==> src/sv/ldd_pkg.sv <==
`timescale 1ns / 1ps

package ldd_pkg;

    localparam int LAYERS_DEF  = 10;
    localparam int NODES_DEF   = 4096;
    localparam int EDGES_DEF   = 16384;

    localparam int KIND_W      = 2;
    localparam int LAYER_IDX_W = 4;
    localparam int ENTRY_W     = 14;
    localparam int OFFSET_W    = 14;
    localparam int LENGTH_W    = 15;
    localparam int SYM_W       = 6;
    localparam int TARGET_W    = 12;
    localparam int POS_W       = 60;
    localparam int STATUS_W    = 3;
    // offset plus length always fits here
    localparam int SEARCH_W    = 16;

    typedef enum logic [KIND_W-1:0] {
        KIND_QUERY = 2'd0,
        KIND_NODE  = 2'd1,
        KIND_EDGE  = 2'd2,
        KIND_BAD   = 2'd3
    } kind_t;

    typedef enum logic [STATUS_W-1:0] {
        ST_REJECT  = 3'd0,
        ST_ACCEPT  = 3'd1,
        ST_LOADED  = 3'd2,
        ST_REFUSED = 3'd3,
        ST_FAULT   = 3'd4
    } status_t;

    typedef struct packed {
        logic                loaded;
        logic [OFFSET_W-1:0] offset;
        logic [LENGTH_W-1:0] length;
    } node_word_t;

    typedef struct packed {
        logic [TARGET_W-1:0] target;
        logic [SYM_W-1:0]    symbol;
    } edge_word_t;

    typedef struct packed {
        logic clear_step;
        logic start_query;
        logic load_node;
        logic load_edge;
        logic node_rd;
        logic open_span;
        logic edge_rd;
        logic narrow;
        logic next_layer;
    } ldd_cmd_t;

    typedef struct packed {
        logic clear_last;
        logic node_oob;
        logic node_loaded;
        logic search_open;
        logic span_end;
        logic sym_hit;
        logic last_layer;
        logic node_load_ok;
        logic edge_load_ok;
    } ldd_stat_t;

endpackage

==> src/sv/ldd_ctrl.sv <==
`timescale 1ns / 1ps

module ldd_ctrl (
    input  logic                         clk,
    input  logic                         rst_n,
    input  logic                         item_valid,
    input  logic [ldd_pkg::KIND_W-1:0]   item_kind,
    output logic                         item_ready,
    output logic                         result_valid,
    input  logic                         result_ready,
    output logic [ldd_pkg::STATUS_W-1:0] result_status,
    output ldd_pkg::ldd_cmd_t            cmd,
    input  ldd_pkg::ldd_stat_t           st
);
    import ldd_pkg::*;

    typedef enum logic [2:0] {
        S_CLEAR,
        S_IDLE,
        S_NODE_RD,
        S_NODE_CHK,
        S_PROBE,
        S_CMP,
        S_EDGE_CHK,
        S_DELIVER
    } state_t;

    state_t  state_reg, state_next;
    logic    out_valid_reg, out_valid_next;
    status_t out_status_reg, out_status_next;
    status_t pend_reg, pend_next;
    logic    out_free;

    always_comb
    begin
        state_next      = state_reg;
        out_valid_next  = out_valid_reg && !result_ready;
        out_status_next = out_status_reg;
        pend_next       = pend_reg;
        out_free        = !out_valid_reg || result_ready;
        item_ready      = state_reg == S_IDLE;
        cmd             = '0;

        case (state_reg)
            S_CLEAR:
            begin
                cmd.clear_step = 1'b1;
                if (st.clear_last)
                begin
                    state_next = S_IDLE;
                end
            end
            S_IDLE:
            begin
                if (item_valid)
                begin
                    state_next = S_DELIVER;
                    case (kind_t'(item_kind))
                        KIND_QUERY:
                        begin
                            cmd.start_query = 1'b1;
                            state_next      = S_NODE_RD;
                        end
                        KIND_NODE:
                        begin
                            cmd.load_node = 1'b1;
                            pend_next     = st.node_load_ok ? ST_LOADED : ST_REFUSED;
                        end
                        KIND_EDGE:
                        begin
                            cmd.load_edge = 1'b1;
                            pend_next     = st.edge_load_ok ? ST_LOADED : ST_REFUSED;
                        end
                        default:
                        begin
                            pend_next = ST_REFUSED;
                        end
                    endcase
                end
            end
            S_NODE_RD:
            begin
                if (st.node_oob)
                begin
                    pend_next  = ST_FAULT;
                    state_next = S_DELIVER;
                end
                else
                begin
                    cmd.node_rd = 1'b1;
                    state_next  = S_NODE_CHK;
                end
            end
            S_NODE_CHK:
            begin
                if (!st.node_loaded)
                begin
                    pend_next  = ST_FAULT;
                    state_next = S_DELIVER;
                end
                else
                begin
                    cmd.open_span = 1'b1;
                    state_next    = S_PROBE;
                end
            end
            S_PROBE:
            begin
                if (st.search_open)
                begin
                    cmd.edge_rd = 1'b1;
                    state_next  = S_CMP;
                end
                else if (st.span_end)
                begin
                    pend_next  = ST_REJECT;
                    state_next = S_DELIVER;
                end
                else
                begin
                    // fetch the lower bound edge for the final compare
                    cmd.edge_rd = 1'b1;
                    state_next  = S_EDGE_CHK;
                end
            end
            S_CMP:
            begin
                cmd.narrow = 1'b1;
                state_next = S_PROBE;
            end
            S_EDGE_CHK:
            begin
                if (!st.sym_hit)
                begin
                    pend_next  = ST_REJECT;
                    state_next = S_DELIVER;
                end
                else if (st.last_layer)
                begin
                    pend_next  = ST_ACCEPT;
                    state_next = S_DELIVER;
                end
                else
                begin
                    cmd.next_layer = 1'b1;
                    state_next     = S_NODE_RD;
                end
            end
            S_DELIVER:
            begin
                if (out_free)
                begin
                    out_valid_next  = 1'b1;
                    out_status_next = pend_reg;
                    state_next      = S_IDLE;
                end
            end
            default:
            begin
                state_next = S_IDLE;
            end
        endcase
    end

    always_ff @(posedge clk or negedge rst_n)
    begin
        if (!rst_n)
        begin
            state_reg      <= S_CLEAR;
            out_valid_reg  <= 1'b0;
            out_status_reg <= ST_REJECT;
            pend_reg       <= ST_REJECT;
        end
        else
        begin
            state_reg      <= state_next;
            out_valid_reg  <= out_valid_next;
            out_status_reg <= out_status_next;
            pend_reg       <= pend_next;
        end
    end

    assign result_valid  = out_valid_reg;
    assign result_status = out_status_reg;

`ifndef SYNTH
    a_clear_no_word: assert property (@(posedge clk) disable iff (!rst_n)
        state_reg == S_CLEAR |-> !out_valid_reg)
        else $error("result word present during clearing pass");

    a_accept_leaves_idle: assert property (@(posedge clk) disable iff (!rst_n)
        (item_valid && item_ready) |=> state_reg != S_IDLE)
        else $error("accepted word did not start work");

    a_deliver_lands: assert property (@(posedge clk) disable iff (!rst_n)
        (state_reg == S_DELIVER && out_free) |=> out_valid_reg && state_reg == S_IDLE)
        else $error("pending status not moved to output register");
`endif

endmodule

==> config.mk <==
export PLATFORM = sky130hd
export DESIGN_NAME = ldd_ctrl
export DESIGN_NICKNAME = d
export VERILOG_FILES = /design/src/sv/ldd_pkg.sv /design/src/sv/ldd_ctrl.sv
export SDC_FILE = /design/constraint.sdc
export NUM_CORES = 1
export LEC_CHECK = 0
export ABC_AREA = 1
export BUFFER_PORTS_ARGS = -buffer_cell sky130_fd_sc_hd__buf_2
export CAP_MARGIN = 20
export CELL_PAD_IN_SITES_DETAIL_PLACEMENT = 2
export CELL_PAD_IN_SITES_GLOBAL_PLACEMENT = 2
export CORE_MARGIN = 2
export CORE_UTILIZATION = 24
export CTS_CLUSTER_SIZE = 20
export DETAILED_ROUTE_END_ITERATION = 16
export GPL_TIMING_DRIVEN = 0
export PLACE_DENSITY_LB_ADDON = 0.1
export SLEW_MARGIN = 20
export SYNTH_ARGS = -nofsm -noshare
export SYNTH_HDL_FRONTEND = slang
export SYNTH_SLANG_ARGS = --single-unit
==> constraint.sdc <==
create_clock -name clk -period 1 [get_ports clk]
set_input_delay 0.05 -clock clk [delete_from_list [all_inputs] [get_ports clk]]
set_output_delay 0.05 -clock clk [all_outputs]
set_load 0.05 [all_outputs]
# After elaboration in Yosys (flattened, before gate mapping)

Cells that the tools add are included.

Shifts and indexed selects: 0
Add/subtract/negate cells: 0
Multipliers: 0
Divide/modulo/power cells: 0
Eq/ne operators: 18
Bitwise gates (word level): 0
$lt $le $gt $ge: 0
Reduce and logical (&&, ||, !) cells: 10
Mux-type cells: 41

Operators with widths:

| kind                 | number |
|---|---|
| $mux W3              | 17 |
| $pmux W3 S8          | 1 |
| $mux W1              | 20 |
| $ne A2 B2 Y1 const B | 8 |
| $pmux W3 S5          | 1 |
| $eq A3 B3 Y1 const B | 4 |
| $pmux W3 S3          | 1 |
| $reduce_and A8 Y1    | 1 |
| $eq A3 B2 Y1 const B | 2 |
| $reduce_bool A5 Y1   | 1 |
| $eq A3 B1 Y1 const B | 1 |
| $logic_not A3 Y1     | 1 |
| $ne A3 B3 Y1 const B | 1 |
| $reduce_and A3 Y1    | 1 |
| $eq A2 B1 Y1 const B | 1 |
| $eq A2 B2 Y1 const B | 1 |
| $logic_not A1 Y1     | 2 |
| $logic_not A2 Y1     | 1 |
| $mux W2              | 1 |
| $reduce_and A2 Y1    | 1 |
| $logic_and A1 B1 Y1  | 1 |
| $logic_or A1 B1 Y1   | 1 |

Output and inout bits: 14
Memories: 0
Bits in read-only memories: 0
Register bits after elaboration: 10
Memory bits (writable): 0
Bits in latches: 0
Logic and storage cells: 73

# Logic depth before layout (Yosys ltp)

Depth in word-level cells: 4
Depth in mapped cells: 10
Mapped depth without buffers: 10

# Worst setup path after synthesis

Ideal clock, no wire load.

Kind: register to output
From: register state_reg[1]
To: output cmd[7] (netlist name)
Stages on the path, launching flop included: 7
Path buffers: 1
Arrival time: 2.134 ns
Slack: -1.184 ns
Data required time: 0.950 ns
Path through: dfrtp_1 -> buf_6 -> inv_4 -> nand2_4 -> nor2_4 -> inv_1 -> nor3_1

RTL lines:

| element                | RTL line        | text |
|---|---|---|
| from (decl)            | ldd_ctrl.sv:28  | `state_t state_reg, state_next;` |
| from (signal assigned) | ldd_ctrl.sv:176 | `state_reg <= state_next;` |
| to (decl)              | ldd_ctrl.sv:12  | `output ldd_pkg::ldd_cmd_t cmd,` |

==> run_results.csv <==
group,metric,value,unit
outcome,status,"finished with violations",
outcome,violations,"setup timing",
power,seq_power_share,0.133,
sta,worst_slew_pin_slew,329,ps
power,net-switching-power,0.00274,W
floorplanning,start_util,0.251,
logic_synthesis,syn_nets,152,
floorplanning,chipWidth,65.9,um
detailed_routing,drc,0,
detailed_routing,totalWireLength,3100,um
critical_path,critPathArrivalTime,1370,ps
final_layout,final_area,0.00159,mm^2
floorplanning,io_pins,29,
cts,cts_tree,"built",
logic_synthesis,postSynthAreaPerCell,6.85,um^2
placed_design,port_buffers,28,
placed_design,postPlaceCellArea,0.00118,mm^2
global_routing,grt.overflow.total,0,
sta,layout_setup_ws,-422,ps
logic_synthesis,netlist-cell-type-count,19,
detailed_routing,drt_first_iter_violations,2,
power,power,0.00535,W
cts,clkTransAtPathRegs,50,ps
global_routing,grt_pass1_vias,1127,
critical_path,endpoint_kind,"output port",
critical_path,r2r_slack,-400,ps
cts,cts.sinks,10,
logic_synthesis,netlist_instances,134,
critical_path,crit_required,950,ps
power,combPwrFrac,0.788,
placed_design,place_congestion,0.668,
cts,clockRootBuffer,"clkbuf_8",
floorplanning,die_area,0.00434,mm^2
detailed_routing,wire_per_inst,13.3,um
final_layout,final_cells,233,
floorplanning,die_h,65.9,um
sta,max-slew-margin-rel,0.780,
worst_hold_path,worst_hold_startpoint,"st[8]",
cts,clockBufferDepth,2,
detailed_routing,dr.pass1.iters,3,
final_layout,nets,204,
placed_design,place_hpwl,2250,um
final_layout,drive_gt1_frac,0.535,
sta,grt_setup_unrepaired,"yes",
cts,numCtsBuffers,3,
final_layout,antennaDiodeCount,0,
final_layout,area_growth,73.6,%
logic_synthesis,ys_seq_area_frac,0.272,
worst_hold_path,hold_path_class,"in -> reg",
global_routing,grt_max_degree,11,
power,p_leak,0.845,nW
floorplanning,core-area,0.00366,mm^2
cts,clock_latency,230,ps
power,switching_share,0.512,
global_routing,antenna_found_initial,0,
sta,min_period_over_period,1.42,
logic_synthesis,ys_ff_latch,10,
critical_path,start_kind,"flop",
logic_synthesis,synth-warning-count,0,
global_routing,grt_pass1_wl,5240,um
cts,cts-htree-levels,1,
detailed_routing,viasPerCell,4.30,
logic_synthesis,syn_area,918,um^2
detailed_routing,ant_nets,0,
detailed_routing,via_count,1001,
global_routing,grtUsageTotal,0.158,
power,p_int,0.00261,W
critical_path,path_max_fanout,4,
sta,finClkSkew,1.25,ps
critical_path,startpoint,"state_reg[2]",
sta,period_minus_slack,1420,ps
sta,setup_violations,20,
critical_path,regToRegStartpoint,"state_reg[2]",
sta,finalSetupTns,-6760,ps
floorplanning,rows,22,
job,drv_cap,0,
power,vdd.ir_drop.worst,848,uV
placed_design,post-place-cells,210,
sta,max_freq,703,MHz
critical_path,critical_path_class,"reg -> out",
sta,hold_viol,0,
power,clkPwrFrac,0.079,
power,p_per_area,3360,mW/mm^2
sta,slew_viol_final,0,
[final cells by class]
| class | instances | area [um^2] |
|---|---|---|
| flip-flops and latches | 10 | 251 |
| inverters | 26 | 138 |
| clock buffers | 4 | 45.0 |
| plain buffers | 3 | 50.0 |
| well taps | 48 | 60.1 |
| fillers | 426 | 2070 |
| multi-input cells | 95 | 643 |
| repair buffers | 47 | 407 |
[synthesized netlist by cell type (all sizes together)]
library cell / count / area share
o21ai: 2 / 0.011
nand2: 49 / 0.23
nor2: 21 / 0.15
nand3: 18 / 0.13
buf: 3 / 0.037
o211ai: 1 / 0.0082
dfrtp: 10 / 0.27
ha: 3 / 0.041
nor3: 1 / 0.0054
inv: 26 / 0.11
[metrics by stage]
stage	worst slack, ps	hold slack, ps	util
after floorplan	-604	-246	-
after global placement	-370	-78.2	0.322
after detailed placement	-403	-77.4	0.322
after CTS	-427	174	0.412
after global routing	-494	202	0.435
final	-422	168	0.435
[power by group through the flow]
stage,Clock [W],Sequential (W),Combinational (W)
floorplan,0,0.000916,0.00215
global placement,0,0.000684,0.00291
detailed placement,0,0.000697,0.00296
CTS,0.000431,0.000709,0.00387
global route,0.000450,0.000740,0.00458
finish,0.000422,0.000711,0.00422
[final timing paths]
path,to,cells after the start
max in group asynchronous,result_valid,2
min in group asynchronous,result_status[0],2
setup / recovery,cmd[8],6
hold / removal,state_reg[0],5
hold reg to reg,result_status[0],2
setup reg to reg,state_reg[2],8
[logic make-up after synthesis]
logic type	count (synthesis)	synth area share
fa+ha+maj	3	0.0409
flops	10	0.272
buf+inv	29	0.151
compound gates	3	0.0191
simple gates	89	0.516
[critical path, stage by stage, from the launching register on]
cell	delay (ps)
dfrtp_1	390
buf_12	150
buf_8	120
nor2_4	150
nand2_4	110
clkinvlp_4	90
buf_8	130
[metal layers]
metal,part of all wire,wire length [um],GRT usage
met1,0.41,1260,0.180
met3,0.024,74,0.0119
met4,0.0071,22,0.0469
met5,0,0,0
met2,0.56,1750,0.308
[repair_timing]
action                                  in CTS  in global routing
pin swaps                                   14                 11
endpoints found under the setup margin      19                 20
setup buffers                               15                  3
hold buffers                                 1                  0
hold endpoints to repair                    10                  0
resized for setup                           44                 15
[layout by cell type (no fill, tap or decap), types with 3 or more instances in the layout]
cell	instances
nand2_2	9
nand3_1	10
nor2_1	6
ha_1	3
buf_12	3
nand2_4	4
buf_6	7
buf_2	18
buf_8	8
nand2_1	36
inv_1	17
clkbuf_8	3
nor2_4	12
buf_4	13
dfrtp_1	9
nand3_2	6
No activity file was read; power rests on OpenSTA's default activity.
